[src/hw/rtl/srtt_pkg.sv]
// package for signed_radix_to_text: constants, state type and alphabet lookup
package srtt_pkg;

  localparam int MAX_RADIX    = 16;
  localparam int NUMBER_WIDTH = 32;
  localparam int DIGIT_DEPTH  = NUMBER_WIDTH;
  localparam int CNT_W        = $clog2(DIGIT_DEPTH + 1);
  localparam int ADDR_W       = $clog2(DIGIT_DEPTH);
  localparam int RADIX_W      = 5;
  localparam int DIGIT_W      = 4;
  localparam int CHAR_W       = 8;
  localparam int WORD_W       = 64;
  localparam int CHUNK_BITS   = 8;
  localparam int CHUNKS       = NUMBER_WIDTH / CHUNK_BITS;
  localparam int STEP_W       = (CHUNKS > 1) ? $clog2(CHUNKS) : 1;

  localparam logic [CHAR_W-1:0] MINUS_CHAR = 8'h2D;
  localparam logic [CHAR_W-1:0] PLUS_CHAR  = 8'h2B;

  localparam logic [RADIX_W-1:0] RADIX_RESET    = 5'd10;
  localparam logic [WORD_W-1:0]  ALPHA_LO_RESET = 64'd3978425819141910832;
  localparam logic [WORD_W-1:0]  ALPHA_HI_RESET = 64'd7378413942531504440;

  localparam logic [1:0] CFG_RADIX    = 2'd0;
  localparam logic [1:0] CFG_ALPHA_LO = 2'd1;
  localparam logic [1:0] CFG_ALPHA_HI = 2'd2;

  typedef enum logic [2:0] {
    ST_IDLE,
    ST_CHECK,
    ST_DIV,
    ST_SIGN,
    ST_DIGIT
  } state_t;

  function automatic logic [CHAR_W-1:0] alpha_char(
    input logic [WORD_W-1:0]  lo,
    input logic [WORD_W-1:0]  hi,
    input logic [DIGIT_W-1:0] idx
  );
    logic [WORD_W-1:0] word;
    word = idx[3] ? hi : lo;
    return word[{idx[2:0], 3'b000} +: CHAR_W];
  endfunction

endpackage

[src/hw/rtl/signed_radix_to_text.sv]
// top level: signed number to text in a configured radix and alphabet
//
// channel  direction  ports                           transfer
// input    in         start, busy, in_number          start high and busy low
// result   out        out_valid, out_character,       any cycle with out_valid high
//                     out_last
// config   in         cfg_we, cfg_index, cfg_wdata    any cycle with cfg_we high
//
// alphabet check: one character in use per cycle, each vs the sign chars and all later chars in use
// conversion: 8 quotient bits a cycle from one narrow divider, one digit per full pass over the magnitude
// output: a sign slot (registered digit read), then one digit character per cycle
// busy is high throughout
// reset is synchronous active low; results cannot be stalled by the receiver
module signed_radix_to_text (
  input  logic                                    clk,
  input  logic                                    rst_n,
  input  logic                                    start,
  output logic                                    busy,
  input  logic signed [srtt_pkg::NUMBER_WIDTH-1:0] in_number,
  output logic                                    out_valid,
  output logic [srtt_pkg::CHAR_W-1:0]             out_character,
  output logic                                    out_last,
  input  logic                                    cfg_we,
  input  logic [1:0]                              cfg_index,
  input  logic [srtt_pkg::WORD_W-1:0]             cfg_wdata
);
  import srtt_pkg::*;

  state_t state_r, state_nxt;

  logic [RADIX_W-1:0]      radix_r;
  logic [WORD_W-1:0]       alpha_lo_r;
  logic [WORD_W-1:0]       alpha_hi_r;

  logic [NUMBER_WIDTH-1:0] mag_r, mag_nxt;
  logic                    neg_r, neg_nxt;
  logic [CNT_W-1:0]        cnt_r, cnt_nxt;
  logic [DIGIT_W-1:0]      idx_r, idx_nxt;
  logic [STEP_W-1:0]       step_r, step_nxt;
  logic [DIGIT_W-1:0]      rem_r, rem_nxt;

  logic [DIGIT_W-1:0]      digit_mem [DIGIT_DEPTH];
  logic [DIGIT_W-1:0]      rd_r;
  logic [ADDR_W-1:0]       rd_addr;
  logic                    wr_en;

  logic                    accept;
  logic                    radix_bad;
  logic                    char_bad;
  logic                    check_last;
  logic                    digit_done;
  logic                    conv_done;
  logic [CHAR_W-1:0]       cur_char;
  logic [CHUNK_BITS-1:0]   q_chunk;
  logic [DIGIT_W-1:0]      rem_step;
  logic [NUMBER_WIDTH-1:0] quotient;

  assign accept = start && !busy;

  // configuration registers
  always_ff @(posedge clk) begin
    if (!rst_n) begin
      radix_r    <= RADIX_RESET;
      alpha_lo_r <= ALPHA_LO_RESET;
      alpha_hi_r <= ALPHA_HI_RESET;
    end else if (cfg_we) begin
      case (cfg_index)
        CFG_RADIX:    radix_r    <= cfg_wdata[RADIX_W-1:0];
        CFG_ALPHA_LO: alpha_lo_r <= cfg_wdata;
        CFG_ALPHA_HI: alpha_hi_r <= cfg_wdata;
        default: ;
      endcase
    end
  end

  // radix range check and alphabet check of one character against sign chars and all later chars in use
  always_comb begin
    cur_char  = alpha_char(alpha_lo_r, alpha_hi_r, idx_r);
    radix_bad = (radix_r < RADIX_W'(2)) || (radix_r > RADIX_W'(MAX_RADIX));
    char_bad  = (cur_char == PLUS_CHAR) || (cur_char == MINUS_CHAR);
    for (int j = 0; j < MAX_RADIX; j++) begin
      if ((RADIX_W'(j) > {1'b0, idx_r}) && (RADIX_W'(j) < radix_r) &&
          (alpha_char(alpha_lo_r, alpha_hi_r, DIGIT_W'(j)) == cur_char)) begin
        char_bad = 1'b1;
      end
    end
    check_last = (({1'b0, idx_r} + RADIX_W'(1)) == radix_r);
  end

  // shared divider: one chunk of quotient bits per cycle
  always_comb begin
    logic [RADIX_W-1:0]    t;
    logic [CHUNK_BITS-1:0] chunk;
    chunk   = mag_r[NUMBER_WIDTH-1 -: CHUNK_BITS];
    t       = {1'b0, rem_r};
    q_chunk = '0;
    for (int k = CHUNK_BITS - 1; k >= 0; k--) begin
      t = {t[RADIX_W-2:0], chunk[k]};
      if (t >= radix_r) begin
        t          = t - radix_r;
        q_chunk[k] = 1'b1;
      end
    end
    rem_step = t[DIGIT_W-1:0];
  end

  generate
    if (CHUNKS > 1) begin : g_shift
      assign quotient = {mag_r[NUMBER_WIDTH-CHUNK_BITS-1:0], q_chunk};
    end else begin : g_one
      assign quotient = q_chunk;
    end
  endgenerate

  assign digit_done = (state_r == ST_DIV) && (step_r == STEP_W'(CHUNKS - 1));
  assign conv_done  = (quotient == '0) || (cnt_r == CNT_W'(DIGIT_DEPTH - 1));

  // next state
  always_comb begin
    state_nxt = state_r;
    case (state_r)
      ST_IDLE:  if (accept) state_nxt = ST_CHECK;
      ST_CHECK: begin
        if (radix_bad || char_bad) state_nxt = ST_IDLE;
        else if (check_last)       state_nxt = ST_DIV;
      end
      ST_DIV:   if (digit_done && conv_done) state_nxt = ST_SIGN;
      ST_SIGN:  state_nxt = ST_DIGIT;
      ST_DIGIT: if (cnt_r == CNT_W'(1)) state_nxt = ST_IDLE;
      default:  state_nxt = ST_IDLE;
    endcase
  end

  // datapath next values
  always_comb begin
    mag_nxt  = mag_r;
    neg_nxt  = neg_r;
    cnt_nxt  = cnt_r;
    idx_nxt  = idx_r;
    step_nxt = step_r;
    rem_nxt  = rem_r;
    wr_en    = 1'b0;
    rd_addr  = ADDR_W'(cnt_r - CNT_W'(1));
    case (state_r)
      ST_IDLE: begin
        if (accept) begin
          neg_nxt  = in_number[NUMBER_WIDTH-1];
          mag_nxt  = in_number[NUMBER_WIDTH-1] ? (~in_number + 1'b1) : in_number;
          cnt_nxt  = '0;
          idx_nxt  = '0;
          step_nxt = '0;
          rem_nxt  = '0;
        end
      end
      ST_CHECK: idx_nxt = idx_r + DIGIT_W'(1);
      ST_DIV: begin
        mag_nxt = quotient;
        if (digit_done) begin
          wr_en    = 1'b1;
          cnt_nxt  = cnt_r + CNT_W'(1);
          step_nxt = '0;
          rem_nxt  = '0;
        end else begin
          step_nxt = step_r + STEP_W'(1);
          rem_nxt  = rem_step;
        end
      end
      ST_SIGN:  rd_addr = ADDR_W'(cnt_r - CNT_W'(1));
      ST_DIGIT: begin
        rd_addr = ADDR_W'(cnt_r - CNT_W'(2));
        cnt_nxt = cnt_r - CNT_W'(1);
      end
      default: ;
    endcase
  end

  always_ff @(posedge clk) begin
    if (!rst_n) begin
      state_r <= ST_IDLE;
      mag_r   <= '0;
      neg_r   <= 1'b0;
      cnt_r   <= '0;
      idx_r   <= '0;
      step_r  <= '0;
      rem_r   <= '0;
    end else begin
      state_r <= state_nxt;
      mag_r   <= mag_nxt;
      neg_r   <= neg_nxt;
      cnt_r   <= cnt_nxt;
      idx_r   <= idx_nxt;
      step_r  <= step_nxt;
      rem_r   <= rem_nxt;
    end
  end

  // digit store, least significant digit first
  always_ff @(posedge clk) begin
    if (wr_en) begin
      digit_mem[cnt_r[ADDR_W-1:0]] <= rem_step;
    end
    rd_r <= digit_mem[rd_addr];
  end

  // outputs
  always_comb begin
    busy          = (state_r != ST_IDLE);
    out_valid     = 1'b0;
    out_character = '0;
    out_last      = 1'b0;
    case (state_r)
      ST_SIGN: begin
        out_valid     = neg_r;
        out_character = MINUS_CHAR;
      end
      ST_DIGIT: begin
        out_valid     = 1'b1;
        out_character = alpha_char(alpha_lo_r, alpha_hi_r, rd_r);
        out_last      = (cnt_r == CNT_W'(1));
      end
      default: ;
    endcase
  end

`ifndef SYNTHESIS
  a_valid_busy: assert property (@(posedge clk) disable iff (!rst_n)
    out_valid |-> busy) else $error("result strobe while idle");

  a_start_busy: assert property (@(posedge clk) disable iff (!rst_n)
    accept |=> (state_r == ST_CHECK)) else $error("accepted number not checked");

  a_last_idle: assert property (@(posedge clk) disable iff (!rst_n)
    (out_valid && out_last) |=> !busy) else $error("busy after last character");

  a_cnt_range: assert property (@(posedge clk) disable iff (!rst_n)
    cnt_r <= CNT_W'(DIGIT_DEPTH)) else $error("digit count overflow");

  a_digit_cnt: assert property (@(posedge clk) disable iff (!rst_n)
    (state_r == ST_DIGIT) |-> (cnt_r != '0)) else $error("digit output with no digits");
`endif

endmodule
[config.mk]
export PLATFORM = sky130hd
export DESIGN_NAME = signed_radix_to_text
export DESIGN_NICKNAME = d
export VERILOG_FILES = /design/src/hw/rtl/srtt_pkg.sv /design/src/hw/rtl/signed_radix_to_text.sv
export SDC_FILE = /design/constraint.sdc
export NUM_CORES = 1
export LEC_CHECK = 0
export ABC_AREA = 1
export BUFFER_PORTS_ARGS = -buffer_cell sky130_fd_sc_hd__buf_2
export CORE_MARGIN = 2
export CORE_UTILIZATION = 42
export DETAILED_ROUTE_END_ITERATION = 8
export PLACE_DENSITY = 0.68
export SLEW_MARGIN = 20
export SYNTH_ARGS = -nofsm -noshare
export SYNTH_HDL_FRONTEND = slang
export SYNTH_SLANG_ARGS = --single-unit
[constraint.sdc]
create_clock -name clk -period 14 [get_ports clk]
set_input_delay 2.8 -clock clk [delete_from_list [all_inputs] [get_ports clk]]
set_output_delay 2.8 -clock clk [all_outputs]
set_load 0.05 [all_outputs]
==> impl_metrics.json <==
{
  "clk_pin_slew_ns": 0.06,
  "final_cells": 3491,
  "syn_inst": 2829,
  "min_path_cells": 2,
  "viasPerCell": 5.630,
  "period_needed_ns": 12.88,
  "finClkSkew_ns": 0.02010,
  "grt_max_degree": 88,
  "ys_seq_elements": 317,
  "core_um2": 46460,
  "die_area_um2": 48720,
  "die_w_um": 220.7,
  "syn_area_um2": 19730,
  "r2r_start": "radix_r[2]",
  "arrival_ns": 13.36,
  "antenna_found_initial": 2,
  "ctsHoldBuffers": 0,
  "critPathMaxStageDelay_ns": 0.43,
  "cp_common_cell": "nand2_1",
  "synth_edf_count": 128,
  "slew_violations": 0,
  "critPathRequiredTime_ns": 14.48,
  "wirelength_mm": 66.24,
  "grt_pass1_vias": 18430,
  "nets": 3022,
  "cp-end-kind": "flop",
  "maxCapViolations": 0,
  "rr_endpoint": "state_r[1]",
  "hold_path.startpoint": "alpha_lo_r[3]",
  "dieHeight_um": 220.7,
  "hold_end": "alpha_lo_r[3]",
  "min_path_type": "reg -> reg",
  "yosysSeqAreaShare": 0.3867,
  "clock_latency_ns": 0.55,
  "drt_iter0_drc": 2243,
  "ys_async_sr_fraction": 0,
  "r2r_setup_slack_ns": 1.12,
  "antenna_left": 0,
  "period_share": 0.9200,
  "cp_max_fo": 10,
  "setup_viol": 0,
  "dp_hpwl_mm": 44.96,
  "clockRootBuffer": "clkbuf_16",
  "max_freq_mhz": 77.64,
  "cts_tree": "built",
  "ys_types": 50,
  "first_pass_iters": 6,
  "drc": 0,
  "htreeDepth": 2,
  "critPathLaunchType": "flop",
  "io_buffers": 112,
  "rows": 79,
  "pin_count": 113,
  "worst-r2r-cell-count": 77,
  "grt_usage": 0.2698,
  "start_util": 0.4246,
  "dominantRegCellSynth": "dfxtp_1",
  "status": "finished, final reports clean",
  "tightest_slew_ns": 1.042,
  "crit_type": "reg -> reg",
  "place_congestion": 0.9491,
  "syn_avg_cell_area_um2": 6.973,
  "hold_viol": 0,
  "routedWlPerCell_um": 18.97,
  "max_slew_margin": 0.3043,
  "dp_cells": 3426,
  "num_vias": 19660,
  "clock_sinks": 317,
  "gr-total-overflow": 0,
  "yosys_warnings": 0,
  "synth_nets": 2994,
  "final_layout_size_suffix_gt1_frac": 0.09365,
  "area_growth_pct": 10.99,
  "nFillCells": 4632,
  "grt_pass1_wl_mm": 102.7,
  "cpMaxStageDelayCell": "dfxtp_1",
  "cts.path.max_buffers": 3,
  "cts_made_buffers": 35
}
==> registers in the layout, indices dropped and copies added (netlist names) <==
register / flops
state_r: 3
rd_r: 4
radix_r: 5
cnt_r: 6
neg_r: 1
rem_r: 4
idx_r: 4
step_r: 2
digit_mem: 128
alpha_lo_r: 64
mag_r: 32
alpha_hi_r: 64
==> worst max path at each step <==
stage                      endpoint  slack [ns]        from
floorplan           digit_mem[0][0]        1.24  radix_r[1]
global placement         state_r[1]        0.94  radix_r[1]
detailed placement       state_r[1]        0.04  radix_r[1]
CTS                      state_r[1]        0.18  radix_r[1]
global route             state_r[1]        -0.1  radix_r[2]
finish                   state_r[1]        1.12  radix_r[2]
==> worst max-delay path, delay by kind of cell, from the launching register on <==
kind	cells	cell delay, ns
flip-flops	1	0.43
adder cells (fa/ha/maj)	8	2.60
buffers and inverters	10	1.30
AND/OR/NAND/NOR	29	3.09
multiplexers	1	0.34
AO/OA/AOI/OAI	29	5.00
==> through the flow <==
| stage | area, um2 | hold slack (ns) | utilization | setup WS [ns] | TNS (ns) |
|---|---|---|---|---|---|
| after floorplan | 19730 | 0.4328 | - | 1.245 | 0 |
| after global placement | 20610 | 0.4495 | 0.4436 | 0.9410 | 0 |
| after detailed placement | 20610 | 0.4665 | 0.4436 | 0.04269 | 0 |
| after CTS | 21830 | 0.4751 | 0.4698 | 0.1780 | 0 |
| after global routing | 21890 | 0.4832 | 0.4713 | -0.09510 | -0.1533 |
| final | 21890 | 0.4725 | 0.4713 | 1.120 | 0 |
==> cell type report <==
cell class / count / area, um2 / share of cell area
Inverter: 262 / 987.2 / 0.04509
Timing Repair Buffer: 144 / 807.0 / 0.03686
Multi-Input combinational cell: 2097 / 10490 / 0.4793
Clock buffer: 50 / 1032 / 0.04715
Tap cell: 607 / 759.5 / 0.03469
Antenna cell: 1 / 2.502 / 0.0001143
Sequential cell: 317 / 7630 / 0.3485
Clock inverter: 13 / 182.7 / 0.008343
==> cell families after synthesis <==
family | share of synthesized area
AND/OR/NAND/NOR | 0.2875
AO/OA/AOI/OAI | 0.1727
buffers and inverters | 0.08690
flip-flops | 0.3867
adder cells (fa/ha/maj) | 0.04300
XOR/XNOR | 0.02264
multiplexers | 0.0005708
==> per-layer routing <==
| metal | track usage | routed length (um) | vias to the layer above |
|---|---|---|---|
| met5 | 0 | 0 | - |
| met1 | 0.3759 | 28230 | 9069 |
| met3 | 0.04385 | 6466 | 163 |
| met4 | 0.1029 | 2501 | 0 |
| met2 | 0.4197 | 29040 | 954 |
| li1 | - | - | 9469 |
==> cell usage in the layout (no fill, tap or decap), types with 11 or more instances in the layout <==
cell type    n
nand2_1    852
nand3_1    251
inv_1      239
o21ai_0    219
a21oi_1    197
nor2_1     194
dfxtp_1    187
edfxtp_1   128
buf_2      111
o211ai_1    90
ha_1        54
xor2_1      43
clkbuf_16   35
buf_4       32
nor3_1      27
o21ai_1     26
a31oi_1     24
inv_2       18
nand2_2     11
==> timing repair <==
action	in CTS	in global routing
setup endpoints to repair	1	135
buffers inserted	0	1
resized for setup	1	16
pin swaps	0	1
==> cells in the mapped netlist (12+ instances only) <==
cell type,number,area share
clkbuf_1,111,0.021
o211ai_1,90,0.034
buf_6,13,0.0074
xor2_1,43,0.019
a21oi_1,200,0.051
inv_2,17,0.0032
o21ai_0,224,0.057
nand3_1,251,0.064
a31oi_1,24,0.0076
nor3_1,27,0.0069
buf_2,12,0.0030
edfxtp_1,128,0.19
dfxtp_1,189,0.19
ha_1,55,0.035
nor2_1,199,0.038
nand2_1,853,0.16
o21ai_1,27,0.0069
inv_1,240,0.046
Power is not shown: default switching activity piles up to over one toggle a cycle in this logic, so the estimate is an artifact.
